--- config.mk ---
export PLATFORM = sky130hd
export DESIGN_NAME = text_terminal_cursor_control_unit
export DESIGN_NICKNAME = d
export VERILOG_FILES = /design/src/sv/ttcc_pkg.sv /design/src/sv/ttcc_front.sv /design/src/sv/ttcc_queue.sv /design/src/sv/ttcc_back.sv /design/src/sv/text_terminal_cursor_control_unit.sv
export VERILOG_INCLUDE_DIRS = /design/src /design/src/sv
export SDC_FILE = /design/constraint.sdc
export NUM_CORES = 1
export LEC_CHECK = 0
export BUFFER_PORTS_ARGS = -buffer_cell sky130_fd_sc_hd__buf_4
export CORE_UTILIZATION = 40
export DETAILED_ROUTE_END_ITERATION = 10
export PLACE_DENSITY = 0.66
export SYNTH_ARGS = -nofsm -noshare
export SYNTH_HDL_FRONTEND = slang
export SYNTH_SLANG_ARGS = --single-unit
--- constraint.sdc ---
create_clock -name clk -period 4.2 [get_ports clk]
set_input_delay 0.42 -clock clk [delete_from_list [all_inputs] [get_ports clk]]
set_output_delay 0.42 -clock clk [all_outputs]
set_load 0.02 [all_outputs]
--- src/sv/assert_macros.svh ---
// assertion macros used by the top level rtl file
`ifndef ASSERT_MACROS_SVH
`define ASSERT_MACROS_SVH

`ifndef SYNTHESIS

// same-cycle implication, disabled in reset
`define TTCC_ASSERT_IMP(label, clk, rstn, ante, cons) \
    label: assert property (@(posedge clk) disable iff (!rstn) (ante) |-> (cons)) \
        else $error("ttcc assertion failed");

// next-cycle implication, disabled in reset
`define TTCC_ASSERT_NXT(label, clk, rstn, ante, cons) \
    label: assert property (@(posedge clk) disable iff (!rstn) (ante) |=> (cons)) \
        else $error("ttcc assertion failed");

`else

`define TTCC_ASSERT_IMP(label, clk, rstn, ante, cons)
`define TTCC_ASSERT_NXT(label, clk, rstn, ante, cons)

`endif

`endif

--- src/sv/ttcc_pkg.sv ---
// types and constants of the text terminal cursor control unit
package ttcc_pkg;

    localparam int COL_W   = 5;
    localparam int ROW_W   = 3;
    localparam int CHAR_W  = 8;
    localparam int TAB_W   = 4;

    // control characters
    localparam logic [CHAR_W-1:0] CH_BS  = 8'h08;
    localparam logic [CHAR_W-1:0] CH_TAB = 8'h09;
    localparam logic [CHAR_W-1:0] CH_LF  = 8'h0A;
    localparam logic [CHAR_W-1:0] CH_VT  = 8'h0B;
    localparam logic [CHAR_W-1:0] CH_FF  = 8'h0C;
    localparam logic [CHAR_W-1:0] CH_CR  = 8'h0D;

    localparam logic [TAB_W-1:0] TAB_RESET = 4'd4;
    localparam logic [TAB_W-1:0] TAB_MAX   = 4'd8;

    // result kinds
    typedef enum logic [1:0] {
        KIND_DRAW   = 2'd0,
        KIND_SCROLL = 2'd1,
        KIND_CLEAR  = 2'd2,
        KIND_DONE   = 2'd3
    } kind_t;

    // classified operation for the back end
    typedef enum logic [2:0] {
        OP_DRAW,
        OP_BS,
        OP_TAB,
        OP_LF,
        OP_VT,
        OP_FF,
        OP_CR
    } op_t;

    typedef struct packed {
        op_t               op;
        logic [CHAR_W-1:0] glyph;
    } op_item_t;

    typedef struct packed {
        logic full;
        logic empty;
    } q_status_t;

    // back end sequencer states
    typedef enum logic [2:0] {
        ST_IDLE,
        ST_WRAP,
        ST_EXEC,
        ST_DIV,
        ST_STEP,
        ST_DONE
    } back_state_t;

endpackage

--- src/sv/ttcc_front.sv ---
// front end: takes character items and classifies them into operations
module ttcc_front (
    input  logic                        in_valid,
    output logic                        in_ready,
    input  logic [ttcc_pkg::CHAR_W-1:0] char_code,
    input  ttcc_pkg::q_status_t         q_status,
    output logic                        push,
    output ttcc_pkg::op_item_t          push_item
);

    // accept while the queue has room
    assign in_ready = !q_status.full;
    assign push     = in_valid && !q_status.full;

    // decode control codes
    always_comb
    begin
        push_item.glyph = char_code;
        case (char_code)
            ttcc_pkg::CH_BS:  push_item.op = ttcc_pkg::OP_BS;
            ttcc_pkg::CH_TAB: push_item.op = ttcc_pkg::OP_TAB;
            ttcc_pkg::CH_LF:  push_item.op = ttcc_pkg::OP_LF;
            ttcc_pkg::CH_VT:  push_item.op = ttcc_pkg::OP_VT;
            ttcc_pkg::CH_FF:  push_item.op = ttcc_pkg::OP_FF;
            ttcc_pkg::CH_CR:  push_item.op = ttcc_pkg::OP_CR;
            default:          push_item.op = ttcc_pkg::OP_DRAW;
        endcase
    end

endmodule

--- src/sv/ttcc_queue.sv ---
// short operation queue between front and back end, registered read
module ttcc_queue #(
    parameter int DEPTH = 4
) (
    input  logic                clk,
    input  logic                rst_n,
    input  logic                push,
    input  ttcc_pkg::op_item_t  push_item,
    input  logic                pop,
    output ttcc_pkg::op_item_t  pop_item,
    output ttcc_pkg::q_status_t status
);

    localparam int PTR_W = (DEPTH > 1) ? $clog2(DEPTH) : 1;
    localparam int CNT_W = $clog2(DEPTH + 1);
    localparam logic [PTR_W-1:0] LAST_PTR = PTR_W'(DEPTH - 1);
    localparam logic [CNT_W-1:0] FULL_CNT = CNT_W'(DEPTH);

    ttcc_pkg::op_item_t mem [DEPTH];
    ttcc_pkg::op_item_t pop_item_reg;
    logic [PTR_W-1:0]   wr_ptr_reg, wr_ptr_next;
    logic [PTR_W-1:0]   rd_ptr_reg, rd_ptr_next;
    logic [CNT_W-1:0]   count_reg, count_next;
    logic               do_push, do_pop;

    assign status.full  = (count_reg == FULL_CNT);
    assign status.empty = (count_reg == '0);
    assign do_push      = push && !status.full;
    assign do_pop       = pop && !status.empty;
    assign pop_item     = pop_item_reg;

    // pointer and fill count update
    always_comb
    begin
        wr_ptr_next = wr_ptr_reg;
        rd_ptr_next = rd_ptr_reg;
        count_next  = count_reg;
        if (do_push)
        begin
            wr_ptr_next = (wr_ptr_reg == LAST_PTR) ? '0 : wr_ptr_reg + 1'b1;
        end
        if (do_pop)
        begin
            rd_ptr_next = (rd_ptr_reg == LAST_PTR) ? '0 : rd_ptr_reg + 1'b1;
        end
        if (do_push && !do_pop)
        begin
            count_next = count_reg + 1'b1;
        end
        else if (do_pop && !do_push)
        begin
            count_next = count_reg - 1'b1;
        end
    end

    always_ff @(posedge clk or negedge rst_n)
    begin
        if (!rst_n)
        begin
            wr_ptr_reg <= '0;
            rd_ptr_reg <= '0;
            count_reg  <= '0;
        end
        else
        begin
            wr_ptr_reg <= wr_ptr_next;
            rd_ptr_reg <= rd_ptr_next;
            count_reg  <= count_next;
        end
    end

    // storage write and registered read
    always_ff @(posedge clk)
    begin
        if (do_push)
        begin
            mem[wr_ptr_reg] <= push_item;
        end
        if (do_pop)
        begin
            pop_item_reg <= mem[rd_ptr_reg];
        end
    end

endmodule

--- src/sv/ttcc_back.sv ---
// back end: cursor state, operation sequencer, tab divider and output register
module ttcc_back #(
    parameter int SCREEN_COLS = 16,
    parameter int SCREEN_ROWS = 8
) (
    input  logic                        clk,
    input  logic                        rst_n,
    input  logic                        cfg_valid,
    input  logic [ttcc_pkg::TAB_W-1:0]  tab_width,
    input  ttcc_pkg::q_status_t         q_status,
    input  ttcc_pkg::op_item_t          q_item,
    output logic                        pop,
    output logic                        out_valid,
    input  logic                        out_ready,
    output logic [1:0]                  kind,
    output logic [ttcc_pkg::CHAR_W-1:0] glyph,
    output logic [ttcc_pkg::ROW_W-1:0]  row,
    output logic [ttcc_pkg::COL_W-1:0]  col,
    output logic                        last
);

    localparam logic [ttcc_pkg::COL_W-1:0] COLS_C   = ttcc_pkg::COL_W'(SCREEN_COLS);
    localparam logic [ttcc_pkg::COL_W-1:0] LAST_COL = ttcc_pkg::COL_W'(SCREEN_COLS - 1);
    localparam logic [ttcc_pkg::ROW_W-1:0] LAST_ROW = ttcc_pkg::ROW_W'(SCREEN_ROWS - 1);
    localparam logic [2:0] MSB_IDX = 3'(ttcc_pkg::COL_W - 1);

    ttcc_pkg::back_state_t        state_reg, state_next;
    logic [ttcc_pkg::TAB_W-1:0]   tab_reg;
    logic [ttcc_pkg::TAB_W-1:0]   tw_eff;
    logic [ttcc_pkg::COL_W-1:0]   col_reg, col_next;
    logic [ttcc_pkg::ROW_W-1:0]   row_reg, row_next;
    logic [2:0]                   rem_reg, rem_next;
    logic [2:0]                   bit_idx_reg, bit_idx_next;
    logic [3:0]                   rem_shift;
    logic                         can_emit;

    logic                         out_valid_reg, out_valid_next;
    ttcc_pkg::kind_t              out_kind_reg, out_kind_next;
    logic [ttcc_pkg::CHAR_W-1:0]  out_glyph_reg, out_glyph_next;
    logic [ttcc_pkg::ROW_W-1:0]   out_row_reg, out_row_next;
    logic [ttcc_pkg::COL_W-1:0]   out_col_reg, out_col_next;
    logic                         out_last_reg, out_last_next;

    assign out_valid = out_valid_reg;
    assign kind      = out_kind_reg;
    assign glyph     = out_glyph_reg;
    assign row       = out_row_reg;
    assign col       = out_col_reg;
    assign last      = out_last_reg;

    // tab width clamped to 1..8
    always_comb
    begin
        if (tab_reg == '0)
        begin
            tw_eff = 4'd1;
        end
        else if (tab_reg > ttcc_pkg::TAB_MAX)
        begin
            tw_eff = ttcc_pkg::TAB_MAX;
        end
        else
        begin
            tw_eff = tab_reg;
        end
    end

    // one remainder bit per cycle of the tab divider
    assign rem_shift = {rem_reg, col_reg[bit_idx_reg]};
    assign can_emit  = !out_valid_reg || out_ready;

    // sequencer: next state, cursor and output register
    always_comb
    begin
        state_next     = state_reg;
        col_next       = col_reg;
        row_next       = row_reg;
        rem_next       = rem_reg;
        bit_idx_next   = bit_idx_reg;
        pop            = 1'b0;
        out_valid_next = out_valid_reg && !out_ready;
        out_kind_next  = out_kind_reg;
        out_glyph_next = out_glyph_reg;
        out_row_next   = out_row_reg;
        out_col_next   = out_col_reg;
        out_last_next  = out_last_reg;

        case (state_reg)
            ttcc_pkg::ST_IDLE:
            begin
                if (!q_status.empty)
                begin
                    pop        = 1'b1;
                    state_next = ttcc_pkg::ST_WRAP;
                end
            end

            // pending wrap from a column past the last one
            ttcc_pkg::ST_WRAP:
            begin
                if (col_reg >= COLS_C)
                begin
                    if (row_reg >= LAST_ROW)
                    begin
                        if (can_emit)
                        begin
                            out_valid_next = 1'b1;
                            out_kind_next  = ttcc_pkg::KIND_SCROLL;
                            out_glyph_next = '0;
                            out_row_next   = '0;
                            out_col_next   = '0;
                            out_last_next  = 1'b0;
                            col_next       = '0;
                            state_next     = ttcc_pkg::ST_EXEC;
                        end
                    end
                    else
                    begin
                        row_next   = row_reg + 1'b1;
                        col_next   = '0;
                        state_next = ttcc_pkg::ST_EXEC;
                    end
                end
                else
                begin
                    state_next = ttcc_pkg::ST_EXEC;
                end
            end

            ttcc_pkg::ST_EXEC:
            begin
                case (q_item.op)
                    ttcc_pkg::OP_BS:
                    begin
                        if (col_reg == '0)
                        begin
                            if (row_reg != '0)
                            begin
                                row_next = row_reg - 1'b1;
                                col_next = LAST_COL;
                            end
                        end
                        else
                        begin
                            col_next = col_reg - 1'b1;
                        end
                        state_next = ttcc_pkg::ST_DONE;
                    end
                    ttcc_pkg::OP_TAB:
                    begin
                        rem_next     = '0;
                        bit_idx_next = MSB_IDX;
                        state_next   = ttcc_pkg::ST_DIV;
                    end
                    ttcc_pkg::OP_LF:
                    begin
                        col_next   = '0;
                        state_next = ttcc_pkg::ST_DONE;
                    end
                    ttcc_pkg::OP_VT, ttcc_pkg::OP_CR:
                    begin
                        if (row_reg >= LAST_ROW)
                        begin
                            if (can_emit)
                            begin
                                out_valid_next = 1'b1;
                                out_kind_next  = ttcc_pkg::KIND_SCROLL;
                                out_glyph_next = '0;
                                out_row_next   = '0;
                                out_col_next   = '0;
                                out_last_next  = 1'b0;
                                if (q_item.op == ttcc_pkg::OP_CR)
                                begin
                                    col_next = '0;
                                end
                                state_next = ttcc_pkg::ST_DONE;
                            end
                        end
                        else
                        begin
                            row_next = row_reg + 1'b1;
                            if (q_item.op == ttcc_pkg::OP_CR)
                            begin
                                col_next = '0;
                            end
                            state_next = ttcc_pkg::ST_DONE;
                        end
                    end
                    ttcc_pkg::OP_FF:
                    begin
                        if (can_emit)
                        begin
                            out_valid_next = 1'b1;
                            out_kind_next  = ttcc_pkg::KIND_CLEAR;
                            out_glyph_next = '0;
                            out_row_next   = '0;
                            out_col_next   = '0;
                            out_last_next  = 1'b0;
                            col_next       = '0;
                            row_next       = '0;
                            state_next     = ttcc_pkg::ST_DONE;
                        end
                    end
                    default:
                    begin
                        // printable item: draw and advance
                        if (can_emit)
                        begin
                            out_valid_next = 1'b1;
                            out_kind_next  = ttcc_pkg::KIND_DRAW;
                            out_glyph_next = q_item.glyph;
                            out_row_next   = row_reg;
                            out_col_next   = col_reg;
                            out_last_next  = 1'b0;
                            col_next       = col_reg + 1'b1;
                            state_next     = ttcc_pkg::ST_DONE;
                        end
                    end
                endcase
            end

            // restoring remainder of column by tab width
            ttcc_pkg::ST_DIV:
            begin
                if (rem_shift >= tw_eff)
                begin
                    rem_next = 3'(rem_shift - tw_eff);
                end
                else
                begin
                    rem_next = rem_shift[2:0];
                end
                if (bit_idx_reg == '0)
                begin
                    state_next = ttcc_pkg::ST_STEP;
                end
                else
                begin
                    bit_idx_next = bit_idx_reg - 1'b1;
                end
            end

            // next tab stop
            ttcc_pkg::ST_STEP:
            begin
                col_next   = ttcc_pkg::COL_W'({1'b0, col_reg} + {2'b00, tw_eff}
                                              - {3'b000, rem_reg});
                state_next = ttcc_pkg::ST_DONE;
            end

            ttcc_pkg::ST_DONE:
            begin
                if (can_emit)
                begin
                    out_valid_next = 1'b1;
                    out_kind_next  = ttcc_pkg::KIND_DONE;
                    out_glyph_next = '0;
                    out_row_next   = row_reg;
                    out_col_next   = col_reg;
                    out_last_next  = 1'b1;
                    state_next     = ttcc_pkg::ST_IDLE;
                end
            end

            default:
            begin
                state_next = ttcc_pkg::ST_IDLE;
            end
        endcase
    end

    // control and cursor registers
    always_ff @(posedge clk or negedge rst_n)
    begin
        if (!rst_n)
        begin
            state_reg     <= ttcc_pkg::ST_IDLE;
            col_reg       <= '0;
            row_reg       <= '0;
            tab_reg       <= ttcc_pkg::TAB_RESET;
            out_valid_reg <= 1'b0;
        end
        else
        begin
            state_reg     <= state_next;
            col_reg       <= col_next;
            row_reg       <= row_next;
            out_valid_reg <= out_valid_next;
            if (cfg_valid)
            begin
                tab_reg <= tab_width;
            end
        end
    end

    // divider and result payload
    always_ff @(posedge clk)
    begin
        rem_reg       <= rem_next;
        bit_idx_reg   <= bit_idx_next;
        out_kind_reg  <= out_kind_next;
        out_glyph_reg <= out_glyph_next;
        out_row_reg   <= out_row_next;
        out_col_reg   <= out_col_next;
        out_last_reg  <= out_last_next;
    end

endmodule

--- src/sv/text_terminal_cursor_control_unit.sv ---
// top level of the text terminal cursor control unit
//
// Character items enter on in_valid/in_ready with char_code. Each item
// gives one to three result items on out_valid/out_ready: an optional
// scroll for a pending wrap, an optional draw, scroll or clear command,
// and always a done item (kind done, last high) carrying the cursor.
// tab_width is written on cfg_valid/cfg_ready (always ready); the user
// is to write it only while idle, the block itself does not enforce it.
// The front end decodes items into a short queue; the back end sequencer
// handles one operation at a time. A plain character passes the back end
// states fetch, wrap, execute and done; a tab also passes the divide and
// step states, as its remainder by the tab width is found one column bit
// per cycle. Reset homes the cursor to row 0, column 0 and sets the tab
// width to 4. A stalled receiver holds the output register; the sequencer
// waits and the queue keeps taking items until it is full.
module text_terminal_cursor_control_unit #(
    parameter int SCREEN_COLS = 16,
    parameter int SCREEN_ROWS = 8,
    parameter int QUEUE_DEPTH = 4
) (
    input  logic                        clk,
    input  logic                        rst_n,
    input  logic                        in_valid,
    output logic                        in_ready,
    input  logic [ttcc_pkg::CHAR_W-1:0] char_code,
    input  logic                        cfg_valid,
    output logic                        cfg_ready,
    input  logic [ttcc_pkg::TAB_W-1:0]  tab_width,
    output logic                        out_valid,
    input  logic                        out_ready,
    output logic [1:0]                  kind,
    output logic [ttcc_pkg::CHAR_W-1:0] glyph,
    output logic [ttcc_pkg::ROW_W-1:0]  row,
    output logic [ttcc_pkg::COL_W-1:0]  col,
    output logic                        last
);

    ttcc_pkg::q_status_t q_status;
    ttcc_pkg::op_item_t  push_item;
    ttcc_pkg::op_item_t  pop_item;
    logic                push;
    logic                pop;

    assign cfg_ready = 1'b1;

    // decode
    ttcc_front u_front (
        .in_valid  (in_valid),
        .in_ready  (in_ready),
        .char_code (char_code),
        .q_status  (q_status),
        .push      (push),
        .push_item (push_item)
    );

    // operation queue
    ttcc_queue #(
        .DEPTH (QUEUE_DEPTH)
    ) u_queue (
        .clk       (clk),
        .rst_n     (rst_n),
        .push      (push),
        .push_item (push_item),
        .pop       (pop),
        .pop_item  (pop_item),
        .status    (q_status)
    );

    // execution
    ttcc_back #(
        .SCREEN_COLS (SCREEN_COLS),
        .SCREEN_ROWS (SCREEN_ROWS)
    ) u_back (
        .clk       (clk),
        .rst_n     (rst_n),
        .cfg_valid (cfg_valid),
        .tab_width (tab_width),
        .q_status  (q_status),
        .q_item    (pop_item),
        .pop       (pop),
        .out_valid (out_valid),
        .out_ready (out_ready),
        .kind      (kind),
        .glyph     (glyph),
        .row       (row),
        .col       (col),
        .last      (last)
    );

    // checks
    `include "assert_macros.svh"

    `TTCC_ASSERT_IMP(a_last_is_done, clk, rst_n, out_valid && last, kind == ttcc_pkg::KIND_DONE)
    `TTCC_ASSERT_IMP(a_row_on_screen, clk, rst_n, out_valid, row <= 3'(SCREEN_ROWS - 1))
    `TTCC_ASSERT_IMP(a_cmd_zero, clk, rst_n, out_valid && (kind == ttcc_pkg::KIND_SCROLL || kind == ttcc_pkg::KIND_CLEAR), row == '0 && col == '0 && glyph == '0 && !last)
    `TTCC_ASSERT_NXT(a_push_queued, clk, rst_n, in_valid && in_ready, !q_status.empty)

endmodule

==> flow_summary_export.csv <==
group,metric,value,unit
status,status,"complete, no violations",
final_layout,fillerInstances,1118,
floorplanning,floorplan.die_area,0.0137,mm²
floorplanning,die-width,117,µm
floorplanning,die_height,117,µm
placed_design,weighted_congestion_at_the_end_of_routability_driven_global_placement,0.874,
grt,grt_overflow,0,
sta,final_hold_viol_count,0,
pwr,power.leakage,2.32,nW
final_layout,antenna_cells,0,
detailed_routing,postRouteAntennaNets,0,
final_layout,fraction_of_final_layout_cells_sized_beyond_drive_strength_1,17.8,%
clocking,clock_insertion_delay_at_the_later_pin_of_the_skew_report,360,ps
setup_path,critical_path.endpoint_type,"flip-flop",
sta,grt_setup_unrepaired,"false",
clocking,cts_buffer_depth,2,
pwr,p_per_area,768,mW/mm²
detailed_routing,detail_route.vias_per_cell,5.44,
placed_design,place_inst,610,
setup_path,criticalPathCategory,"reg2reg",
pwr,max-vdd-ir-drop,333,µV
floorplanning,placementRows,41,
grt,track_usage,15.8,%
logic_synthesis,synth-seq-area-share,56.3,%
logic_synthesis,mappedNetlistNets,464,
logic_synthesis,gate_count_post_synth,418,
setup_path,critPathSlowestCell,"dfrtp_1",
logic_synthesis,ys_seq_elements,103,
setup_path,worst_path_largest_cell_delay,500,ps
clocking,tritoncts,"built",
sta,tightestPinTransition,953,ps
detailed_routing,drt_first_iter_violations,147,
setup_path,timing.critical_path.cells,"inv_1 -> mux4_2 -> o32a_1 -> ha_1 -> fa_1 -> nand2_1 -> a21o_1 -> a21oi_1 -> nor2b_1 -> a211oi_1",
run,max_cap_violations,0,
setup_path,worst_ep_arrival_time,3040,ps
clocking,cts_root_buffer,"clkbuf_16",
sta,timing.clock.skew,9.64,ps
clocking,cts.repair.resized,0,
final_layout,largest_register_ffs,44,
logic_synthesis,ys.flop_type,"edfxtp_1",
detailed_routing,remaining_drc_errors,0,
grt,first_global_vias,3298,
pwr,power.clock.fraction,17.6,%
pwr,seqPwrFrac,42.1,%
detailed_routing,drt_pass1_iterations,4,
sta,finalSetupViolCount,0,
logic_synthesis,synthArstFlopShare,22.3,%
sta,final_period_minus_worst_setup_slack,2950,ps
sta,timing_max_transition_violations_final,0,
placed_design,numPortBuffers,37,
setup_path,crit_family,"adder cells",
floorplanning,io_pins,39,
logic_synthesis,synth-edff-count,80,
floorplanning,start_util,41.4,%
sta,max-slew-margin-rel,36.3,%
setup_path,critical_path_required,4290,ps
pwr,power.share.switching,39.0,%
clocking,htreeDepth,3,
pwr,net-switching-power,0.00180,W
grt,antenna_found_initial,0,
setup_path,critical_path_peak_fanout,9,
detailed_routing,detail_route.wirelength,10200,µm
logic_synthesis,yosysWarnings,0,
sta,fin_setup_tns,0,ps
worst_hold_path,worst_hold_path_type,"in2reg",
detailed_routing,route.vias.total,3408,
clocking,tritoncts_num_sinks,103,
detailed_routing,routed_wire_length_per_instance,16.2,µm
final_layout,area_delta_synth_final,13.5,%
grt,grt_start_max_net_pins,24,
logic_synthesis,synthesis.area,0.00529,mm²
pwr,cell_internal_pwr,0.00281,W
sta,hold_slack,267,ps
final_layout,final_nets,496,
clocking,cts_buffers,9,
sta,finalCritPeriodShare,70.2,%
setup_path,path_buf_inv,1,
logic_synthesis,mean_area_per_synthesized_cell,12.6,µm²
final_layout,layout.cells.non_filler,627,
clocking,cts.reportedPaths.clkPinSlew,80,ps
logic_synthesis,ys_types,60,
pwr,power.combinational.fraction,40.3,%
setup_path,worstSetupStartpointType,"flip-flop",
placed_design,dp.final_hpwl,7200,µm
sta,max_clock_freq,339,MHz
grt,wire_length_of_the_first_global_routing_pass,16300,µm
floorplanning,core_area,0.0128,mm²
## cell type report
class | count | area, µm² | area share, %
clock buffers | 10 | 229 | 3.82
repair buffers | 40 | 303 | 5.05
well taps | 172 | 215 | 3.59
multi-input cells | 269 | 2110 | 35.2
flip-flops and latches | 103 | 2980 | 49.7
inverters | 27 | 101 | 1.69
clock inverters | 6 | 58.8 | 0.980
## per-stage QoR
stage	area [µm²]	power, W	setup WS, ps	util (%)
after floorplan	5290	0.00327	1450	-
after global placement	5700	0.00376	1450	44.6
after detailed placement	5700	0.00382	1290	44.6
after CTS	6000	0.00464	1290	47.0
after global routing	6000	0.00493	1120	47.0
final	6000	0.00461	1250	47.0
## per-layer routing
metal / vias to the layer above / share of wire, % / global-route usage [%]
met2: 67 / 48 / 25.9
met3: 17 / 4.5 / 5.05
met4: 0 / 1.6 / 5.40
li1: 1636 / - / -
met1: 1688 / 46 / 20.0
met5: - / 0 / 0
## final timing paths
kind	startpoint	end	slack, ps	cells past startpoint
worst max-delay path	u_back.col_reg[2]$_DFFE_PN0P_	u_back.rem_reg[1]$_SDFFCE_PN0P_	1250	10
worst min-delay path	char_code[3]	u_queue.mem[1][3]$_DFFE_PP_	270	1
worst max register to register	u_back.col_reg[2]$_DFFE_PN0P_	u_back.rem_reg[1]$_SDFFCE_PN0P_	1250	10
worst min register to register	u_queue.count_reg[2]$_DFFE_PN0P_	u_queue.count_reg[2]$_DFFE_PN0P_	510	1
max in group asynchronous	rst_n	u_back.tab_reg[2]$_DFFE_PN1P_	3380	2
min in group asynchronous	rst_n	u_back.tab_reg[1]$_DFFE_PN0P_	520	2
## cells in the final DEF, fill, tap and decap left out, drive strengths merged, types with 3 or more instances in the layout
cell / n
a211oi: 3
a21o: 4
a21oi: 21
a22o: 17
a31oi: 5
and3: 6
buf: 39
clkbuf: 10
dfrtp: 22
edfxtp: 80
fa: 5
ha: 24
inv: 31
mux2: 7
mux2i: 3
mux4: 12
nand2: 36
nand2b: 5
nand3: 7
nand4: 3
nor2: 20
nor2b: 7
nor3: 9
nor3b: 4
o21ai: 20
o2bb2ai: 5
xnor2: 7
xor2: 5
## logic make-up after synthesis
family                   after synthesis  share of synthesized area, %
AO/OA/AOI/OAI                         94                          12.4
XOR/XNOR                              12                          1.99
adder cells (fa/ha/maj)               29                          7.57
buffers and inverters                 46                          3.69
flip-flops                           103                          56.3
multiplexers                          22                          7.17
other                                  1                        0.0709
AND/OR/NAND/NOR                      111                          10.7
## synth_stat cells, types with 2 or more instances
master,instances,area share (%)
edfxtp_1,80,45
nand2_1,36,2.6
inv_1,27,1.9
ha_1,24,5.7
dfrtp_1,22,10
a21oi_1,21,2.0
nor2_1,20,1.4
o21ai_0,19,1.8
a22o_1,17,2.8
mux4_2,12,5.1
clkbuf_1,9,0.64
nor3_1,9,0.85
mux2_2,7,1.5
nand3_1,7,0.66
nor2b_1,7,0.83
xnor2_1,7,1.2
and3_1,6,0.71
a31oi_1,5,0.59
fa_1,5,1.9
nand2b_1,5,0.59
o2bb2ai_1,5,0.83
xor2_1,5,0.83
a21o_1,4,0.57
buf_1,4,0.28
a211oi_1,3,0.43
buf_2,3,0.28
mux2i_1,3,0.57
nand4_1,3,0.35
nor3b_1,3,0.43
a221oi_1,2,0.33
a311oi_1,2,0.33
and4b_1,2,0.38
buf_6,2,0.43
nand3b_1,2,0.28
nor4_1,2,0.24
o2111ai_1,2,0.33
o211ai_1,2,0.28
o22ai_1,2,0.24
## what timing repair did
action,CTS,global route
setup buffers,0,0
hold buffers,1,0
hold endpoints to repair,22,0
## power by group through the flow
stage	clock, W	sequential [W]	combinational, W
CTS	0.000832	0.00194	0.00187
global placement	0	0.00195	0.00181
global route	0.000861	0.00199	0.00208
detailed placement	0	0.00196	0.00186
floorplan	0	0.00183	0.00144
finish	0.000810	0.00194	0.00186
(Power assumes the default switching activity.)
